`config.mk`:
```
export PLATFORM = sky130hd
export DESIGN_NAME = smf_cell
export DESIGN_NICKNAME = d
export VERILOG_FILES = /design/src/hw/rtl/assert_macros.svh /design/src/hw/rtl/smf_pkg.sv /design/src/hw/rtl/smf_cell.sv
export SDC_FILE = /design/constraint.sdc
export NUM_CORES = 1
export LEC_CHECK = 0
export BUFFER_PORTS_ARGS = -buffer_cell sky130_fd_sc_hd__clkbuf_2
export CAP_MARGIN = 5
export CORE_ASPECT_RATIO = 1.5
export CORE_MARGIN = 1
export CORE_UTILIZATION = 56
export DETAILED_ROUTE_END_ITERATION = 8
export GPL_TIMING_DRIVEN = 0
export HOLD_SLACK_MARGIN = 0.15
export PLACE_DENSITY = 0.8
export SLEW_MARGIN = 30
export SYNTH_ARGS = -nofsm -noshare
export SYNTH_HDL_FRONTEND = slang
export SYNTH_SLANG_ARGS = --single-unit
```
`constraint.sdc`:
```
create_clock -name clk -period 4.7 [get_ports clk]
set_input_delay 0.94 -clock clk [delete_from_list [all_inputs] [get_ports clk]]
set_output_delay 0.94 -clock clk [all_outputs]
set_load 0.005 [all_outputs]
```
`src/hw/rtl/assert_macros.svh`:
```
// ----------------------------------------------------------------------------
// Assertion macros
// Shared concurrent assertion forms on clk, with and without the reset guard.
// ----------------------------------------------------------------------------
`ifndef ASSERT_MACROS_SVH
`define ASSERT_MACROS_SVH

// Checked only while rst_n is high.
`define SMF_ASSERT(name, prop, msg) \
    name: assert property (@(posedge clk) disable iff (!rst_n) prop) \
        else $error(msg);

// Checked at every edge, also while reset is applied.
`define SMF_ASSERT_ALWAYS(name, prop, msg) \
    name: assert property (@(posedge clk) prop) else $error(msg);

`endif

```
`src/hw/rtl/smf_pkg.sv`:
```
// ----------------------------------------------------------------------------
// smf_pkg
// Types shared by the mode finder, its cells and its stream interfaces.
// ----------------------------------------------------------------------------
package smf_pkg;

    localparam int unsigned KEY_W   = 32;
    localparam int unsigned COUNT_W = 16;

    typedef struct packed {
        logic [KEY_W-1:0] key;
        logic             last;
    } in_item_t;

    typedef struct packed {
        logic [KEY_W-1:0]   winner_key;
        logic [COUNT_W-1:0] winner_count;
        logic               table_overflow;
    } out_item_t;

    typedef struct packed {
        logic accept;
        logic last;
        logic any_hit;
    } cell_ctl_t;

endpackage

```
`src/hw/rtl/smf_cell.sv`:
```
// ----------------------------------------------------------------------------
// smf_cell
// One table slot: holds a key and its count, matches the broadcast key and
// claims itself when it is the first free slot of the row.
// ----------------------------------------------------------------------------
module smf_cell #(
    parameter int unsigned KEY_BITS   = 32,
    parameter int unsigned COUNT_BITS = 16
) (
    input  logic                  clk,
    input  logic                  rst_n,
    input  smf_pkg::cell_ctl_t    ctl,
    input  logic [KEY_BITS-1:0]   key,
    input  logic                  prev_valid,
    output logic                  valid,
    output logic                  match,
    output logic [COUNT_BITS-1:0] hit_count
);
    import smf_pkg::*;

    logic                  valid_reg;
    logic                  valid_next;
    logic [KEY_BITS-1:0]   key_reg;
    logic [KEY_BITS-1:0]   key_next;
    logic [COUNT_BITS-1:0] count_reg;
    logic [COUNT_BITS-1:0] count_next;
    logic [COUNT_BITS-1:0] count_inc;
    logic                  alloc;

    always_comb
    begin
        count_inc = (count_reg == '1) ? count_reg : count_reg + COUNT_BITS'(1);
        match     = valid_reg && (key_reg == key);
        alloc     = !valid_reg && prev_valid && !ctl.any_hit;

        if (match)
        begin
            hit_count = count_inc;
        end
        else if (alloc)
        begin
            hit_count = COUNT_BITS'(1);
        end
        else
        begin
            hit_count = '0;
        end

        valid_next = valid_reg;
        key_next   = key_reg;
        count_next = count_reg;
        if (ctl.accept)
        begin
            if (ctl.last)
            begin
                valid_next = 1'b0;
            end
            else if (match)
            begin
                count_next = count_inc;
            end
            else if (alloc)
            begin
                valid_next = 1'b1;
                key_next   = key;
                count_next = COUNT_BITS'(1);
            end
        end
    end

    assign valid = valid_reg;

    always_ff @(posedge clk or negedge rst_n)
    begin
        if (!rst_n)
        begin
            valid_reg <= 1'b0;
        end
        else
        begin
            valid_reg <= valid_next;
        end
    end

    always_ff @(posedge clk)
    begin
        key_reg   <= key_next;
        count_reg <= count_next;
    end

endmodule

```
==> results.cfg, run 1 <==
[status]
status = complete, no violations

[clock_tree]
htreeDepth = 2
clkSlewWorstSetupHoldPaths_ns = 0.09
postCtsSetupBuffers = 0
clockBufferDepth = 2
hold_buffers = 0
clock-sinks = 49
cts_tree = yes
cts_buffers = 5
clock_latency_ns = 0.31
ctsResizeCount = 0
cts_root_buffer = clkbuf_8

[placement]
io_buffers = 55
dp_hpwl_mm = 3.69
placed_cells = 297
gp_congestion = 0.834
post-place-ws_ns = 1.28

[logic_synthesis]
synthCells = 195
synth_nets = 234
async_reset_ff_frac = 0.0204
synth.most_common_cell = edfxtp_1
synth_common_cells = edfxtp_1, xnor2_1, nor2_1
yosys-top-cells-area = edfxtp_1, xnor2_1, nor2_1
synth_fa_ha_area_frac = 0.00516
netlist-cell-type-count = 32
ys_dominant_reg_cell = edfxtp_1
synth_compound_area_frac = 0.0655
synth_xor_area_frac = 0.130
yosys.area.top_type = edfxtp_1
yosysWarnings = 0
synthSimpleGateAreaFrac = 0.157
synth_area_sq_um = 2420
synth_edf_count = 48
ys_ff_latch = 49
yosysSeqAreaShare = 0.605
synth.top_cell.area_share = 0.594
synthMuxAreaShare = 0.0165
synth_top_family_by_area = simple AND/OR/NAND/NOR gates
avgSynthCellArea_sq_um = 12.4

[final_layout]
fin_cells = 305
nets = 298
area_delta_synth_final_pct = 21.4
diodes = 0
layout-drive-gt1-share = 0.288
largest_register_ffs = 32

[drt]
ant_nets = 0
vias = 1773
routed_via_density = 5.81
drc = 0
routedWlPerCell_microns = 15.5
drt_wl_total_mm = 4.74
drtIter0Drc = 120
drt-pass1-iter-count = 4

[global_route]
overflow = 0
grt_max_degree = 24
grt_pass1_vias = 1805
grt_usage = 0.225
antenna_found_initial = 0
grt_pass1_wl_mm = 7.94

[pwr]
p_leak_nw = 1.08
ir_worst_vdd_mv = 0.408
power_density_nw_per_um2 = 308

[setup_path]
max_stage_delay_ns = 0.33
critPathKind = input pin to output pin
cp_slowest_cell = nor4_2
crit_buf_inv = 3
worstPathMaxFanout = 10
cp-end-kind = output pin
cp-start-kind = input pin
critPathMostFrequentCell = clkbuf_2
critical_path.top_delay_family = simple AND/OR/NAND/NOR gates
path_cells = clkbuf_2 -> xnor2_1 -> nand4_1 -> nor4_2 -> nand3_2 -> buf_6 -> a211oi_1 -> clkbuf_2
crit_arrival_ns = 2.50
crit_required_ns = 3.76

[timing]
min_period_ns = 3.44
relSlewSlack = 0.711
max_freq_ghz = 0.291
slew_violations = 0
worstMarginPinSlew_ns = 0.434
finalSetupViolCount = 0
timing.final.crit_share = 0.731
fin_skew_ns = 0.00700
setup_ws_ns = 1.26
setup_tns_ns = 0
rsz0062_at_grt = no
hold_violations = 0

[die]
core_sq_um = 4030
start_util = 0.602
row_count = 28
fp.dieArea_sq_um = 4600
die_x_microns = 55.7
die_y_microns = 82.6
ioPinCount = 56

[worst_hold_path]
hold_path_class = input pin to async pin

[job]
maxCapViolations = 0
-- power by group --
group | internal [mW] | switching (mW)
clock network | 0.214 | 0.147
registers | 0.486 | 0.00483
logic | 0.0286 | 0.0272
-- area by class of cell --
| class | instances | area (sq um) |
|---|---|---|
| flip-flops and latches | 49 | 1470 |
| fillers | 283 | 1080 |
| multi-input cells | 137 | 918 |
| repair buffers | 57 | 314 |
| clock buffers | 5 | 68.8 |
| clock inverters | 3 | 68.8 |
| well taps | 45 | 56.3 |
| plain buffers | 5 | 36.3 |
| inverters | 4 | 15.0 |
-- through the flow --
step           area (sq um)  total power [mW]  utilization  hold slack (ns)
6_report               2940             0.908        0.731            0.395
5_1_grt                2940             0.937        0.731            0.378
4_1_cts                2940             0.914        0.731            0.390
3_5_place_dp           2810             0.557        0.697            0.582
3_3_place_gp           2760             0.552        0.684            0.551
2_1_floorplan          2420             0.525            -            0.540
-- worst paths after layout --
| path | start | endpoint | slack, ns | cells past startpoint |
|---|---|---|---|---|
| setup / recovery | key[13] | hit_count[3] | 1.26 | 8 |
| hold / removal | rst_n | valid | 0.39 | 1 |
| setup reg to reg | key_reg[13] | count_reg[10] | 2.36 | 7 |
| hold reg to reg | valid | valid | 0.60 | 2 |
| max in group asynchronous | rst_n | valid | 4.22 | 1 |
| min in group clk | valid | valid | 0.60 | 2 |
-- metal layers --
metal / share of wire / wire length, microns / track usage
met1: 0.40 / 1900 / 0.247
met2: 0.53 / 2510 / 0.427
met3: 0.055 / 261 / 0.0483
met4: 0.016 / 74 / 0.0875
met5: 0 / 0 / 0
-- cells by family (layout without fill, tap and decap cells) --
kind of cell	Yosys count	after routing
simple gates	70	70
flops	49	49
xor+xnor	36	36
compound gates	26	26
buf+inv	9	74
mux	4	4
fa+ha+maj	1	1
-- cell usage in the layout (no fill, tap or decap) --
cell type	count
clkbuf_2	55
edfxtp_1	48
xnor2_1	32
nor2_1	16
nand3_1	12
nand4_1	9
a21oi_1	9
nor3_1	8
a211oi_1	8
nand2_1	6
clkbuf_8	5
xor2_1	4
inv_1	4
mux2i_1	4
a31oi_1	4
and3_1	3
buf_6	3
and4_1	3
o21ai_0	3
buf_2	2
nor3b_1	2
nand2b_1	2
bufinv_16	2
nor4_2	1
nor4_1	1
nand3_2	1
nor2_2	1
clkbuf_1	1
nor3_2	1
and2_1	1
nor2b_1	1
a41oi_1	1
nand3b_1	1
nor2_4	1
a21oi_2	1
ha_1	1
inv_6	1
buf_16	1
dfrtp_1	1
(Power assumes the default switching activity.)
==> run 2, diff against run 1 <==
--- a/config.mk
+++ b/config.mk
@@ -5,6 +5,7 @@
 export SDC_FILE = /design/constraint.sdc
 export NUM_CORES = 1
 export LEC_CHECK = 0
+export ABC_AREA = 1
 export BUFFER_PORTS_ARGS = -buffer_cell sky130_fd_sc_hd__clkbuf_2
 export CAP_MARGIN = 5
 export CORE_ASPECT_RATIO = 1.5
@@ -13,7 +14,7 @@
 export DETAILED_ROUTE_END_ITERATION = 8
 export GPL_TIMING_DRIVEN = 0
 export HOLD_SLACK_MARGIN = 0.15
-export PLACE_DENSITY = 0.8
+export PLACE_DENSITY = 0.78
 export SLEW_MARGIN = 30
 export SYNTH_ARGS = -nofsm -noshare
 export SYNTH_HDL_FRONTEND = slang
==> constraint.sdc (replaced) <==
create_clock -name clk -period 3.2 [get_ports clk]
set_input_delay 0.64 -clock clk [delete_from_list [all_inputs] [get_ports clk]]
set_output_delay 0.64 -clock clk [all_outputs]
set_load 0.005 [all_outputs]
==> run 2 against run 1 <==
Against the previous run: routed wire length up 39%; global-route usage increased by 1.4 points; via count grew 53%; final cell count grew 78%; worst hold slack improved by 0.13 ns; clock power down 5%; utilization decreased by 4.5 points; design area up 22%; synthesized area up 28%; largest cell class unchanged.
==> results.cfg, run 2 <==
[drt]
routedWlPerCell_microns = 12.1
drtIter0Drc = 184
drt-pass1-iter-count = 4
drc = 0
vias = 2717
drt_wl_total_mm = 6.60
ant_nets = 0
routed_via_density = 4.99

[die]
row_count = 32
start_util = 0.592
die_y_microns = 93.2
ioPinCount = 56
core_sq_um = 5250
die_x_microns = 62.8
fp.dieArea_sq_um = 5850

[timing]
fin_skew_ns = 0.00524
hold_violations = 0
relSlewSlack = 0.623
slew_violations = 0
timing.final.crit_share = 0.848
finalSetupViolCount = 0
worstMarginPinSlew_ns = 0.565
min_period_ns = 2.71
rsz0062_at_grt = no
setup_ws_ns = 0.485
max_freq_ghz = 0.368

[clock_tree]
clkSlewWorstSetupHoldPaths_ns = 0.09
htreeDepth = 2
cts_buffers = 5
ctsResizeCount = 0
hold_buffers = 1
clock-sinks = 49
postCtsSetupBuffers = 0
cts_root_buffer = clkbuf_8
clock_latency_ns = 0.30
clockBufferDepth = 2
cts_tree = yes

[setup_path]
max_stage_delay_ns = 0.40
critical_path.top_delay_family = simple AND/OR/NAND/NOR gates
cp_slowest_cell = edfxtp_1
crit_required_ns = 2.56
worstPathMaxFanout = 5
cp-start-kind = flip-flop
cp-end-kind = output pin
critPathKind = flip-flop to output pin
path_cells = ha_1 -> nand3_2 -> nor2_4 -> nand3_1 -> nor2_2 -> or2_2 -> o21ai_1 -> nor2_1 -> clkbuf_2
crit_buf_inv = 1
crit_arrival_ns = 2.07
reg2reg_slack_ns = 1.00

[final_layout]
final_area_sq_um = 3600
largest_register_ffs = 32
mostFrequentLayoutCells = nand2_1, inv_1, nor2_1, clkbuf_2, edfxtp_1
layout-drive-gt1-share = 0.197
diodes = 0
mostFrequentLayoutCell = nand2_1
area_delta_synth_final_pct = 15.9
nets = 515
fill_cells = 480

[job]
maxCapViolations = 0

[logic_synthesis]
synth_edf_count = 48
avgSynthCellArea_sq_um = 7.56
synth.most_common_cell = nand2_1
async_reset_ff_frac = 0.0204
synthCells = 411
synth_area_sq_um = 3110
ys_dominant_reg_cell = edfxtp_1
ys_ff_latch = 49
synth_nets = 450
netlist-cell-type-count = 30
yosysSeqAreaShare = 0.472
yosys-top-cells-area = edfxtp_1, nand2_1, inv_1
yosysWarnings = 0
synth.top_cell.area_share = 0.464
synth_common_cells = nand2_1, inv_1, nor2_1
yosys.area.top_type = edfxtp_1

[placement]
gp_congestion = 0.817
dp_hpwl_mm = 5.37
io_buffers = 55
dpl_cell_area_sq_um = 3510
post-place-ws_ns = 0.543

[global_route]
grt_pass1_wl_mm = 10.8
grt_usage = 0.239
overflow = 0
antenna_found_initial = 0
grt_max_degree = 25
grt_pass1_vias = 2661

[pwr]
p_leak_nw = 1.82
power_density_nw_per_um2 = 331
ir_worst_vdd_mv = 0.295

[status]
status = complete, no violations

[worst_hold_path]
hold_path_class = input pin to flip-flop
run 2: cell types whose count changed in the layout (fill, tap and decap cells not counted), moves of 8 or more:
cell      previous run  this run
a211oi_1             8         0
inv_1                4        82
nor2_1              16        65
nand2_1              6       124
nand3_2              1        12
xnor2_1             32         4
run 2: logic make-up (layout without fill, tap and decap cells):
group	count (synthesis)	in the layout	share of synthesized area
flops	49	49	0.472
fa+ha+maj	1	1	0.00403
simple gates	248	248	0.361
compound gates	21	21	0.0363
buf+inv	86	151	0.110
xor+xnor	6	6	0.0169
run 2: routing by layer:
layer / GRT usage / vias to the layer above / wire length (microns)
met2: 0.466 / 64 / 3610
met3: 0.0293 / 16 / 206
met5: 0 / - / 0
li1: - / 1407 / -
met1: 0.242 / 1230 / 2550
met4: 0.128 / 0 / 235
run 2: worst paths after layout:
check | cells past startpoint | end | start
min | 2 | valid | ctl[1]
max | 9 | hit_count[1] | count_reg[0]
min reg2reg | 2 | count_reg[6] | count_reg[6]
max in group asynchronous | 2 | valid | rst_n
max reg2reg | 8 | count_reg[14] | key_reg[7]
min in group asynchronous | 2 | valid | rst_n
run 2: stage by stage:
stage                     total power [mW]  instances  setup TNS (ns)   util  hold WS, ns
after global routing                  1.24        544               0  0.686        0.528
after detailed placement             0.862        536               0  0.670        0.417
after CTS                             1.21        544               0  0.686        0.517
after floorplan                      0.804        411               0      -        0.344
final                                 1.19        544               0  0.686        0.524
after global placement               0.854        534           -9.60  0.661        0.415
run 2: worst register-to-register path: stages, from the launching register on:
cell,delay (ns)
edfxtp_1,0.40
nand2_1,0.11
nand2_1,0.06
nor2_1,0.19
nand3_1,0.10
nor2_1,0.13
nand3_1,0.15
a21oi_2,0.51
buf_4,0.28
run 2: cell type report:
cell class | count | area [sq um] | area share
well taps | 68 | 85.1 | 0.0236
plain buffers | 2 | 26.3 | 0.00730
clock inverters | 1 | 3.75 | 0.00104
multi-input cells | 276 | 1310 | 0.364
repair buffers | 58 | 320 | 0.0890
clock buffers | 6 | 72.6 | 0.0202
inverters | 84 | 315 | 0.0876
flip-flops and latches | 49 | 1470 | 0.408
run 2: where the power goes:
group | internal, mW | switching [mW] | leakage, nW | total [mW]
clock network | 0.148 | 0.196 | 0.0387 | 0.344
logic | 0.0502 | 0.0746 | 1.33 | 0.125
registers | 0.715 | 0.00847 | 0.453 | 0.723
total | 0.913 | 0.279 | 1.82 | 1.19
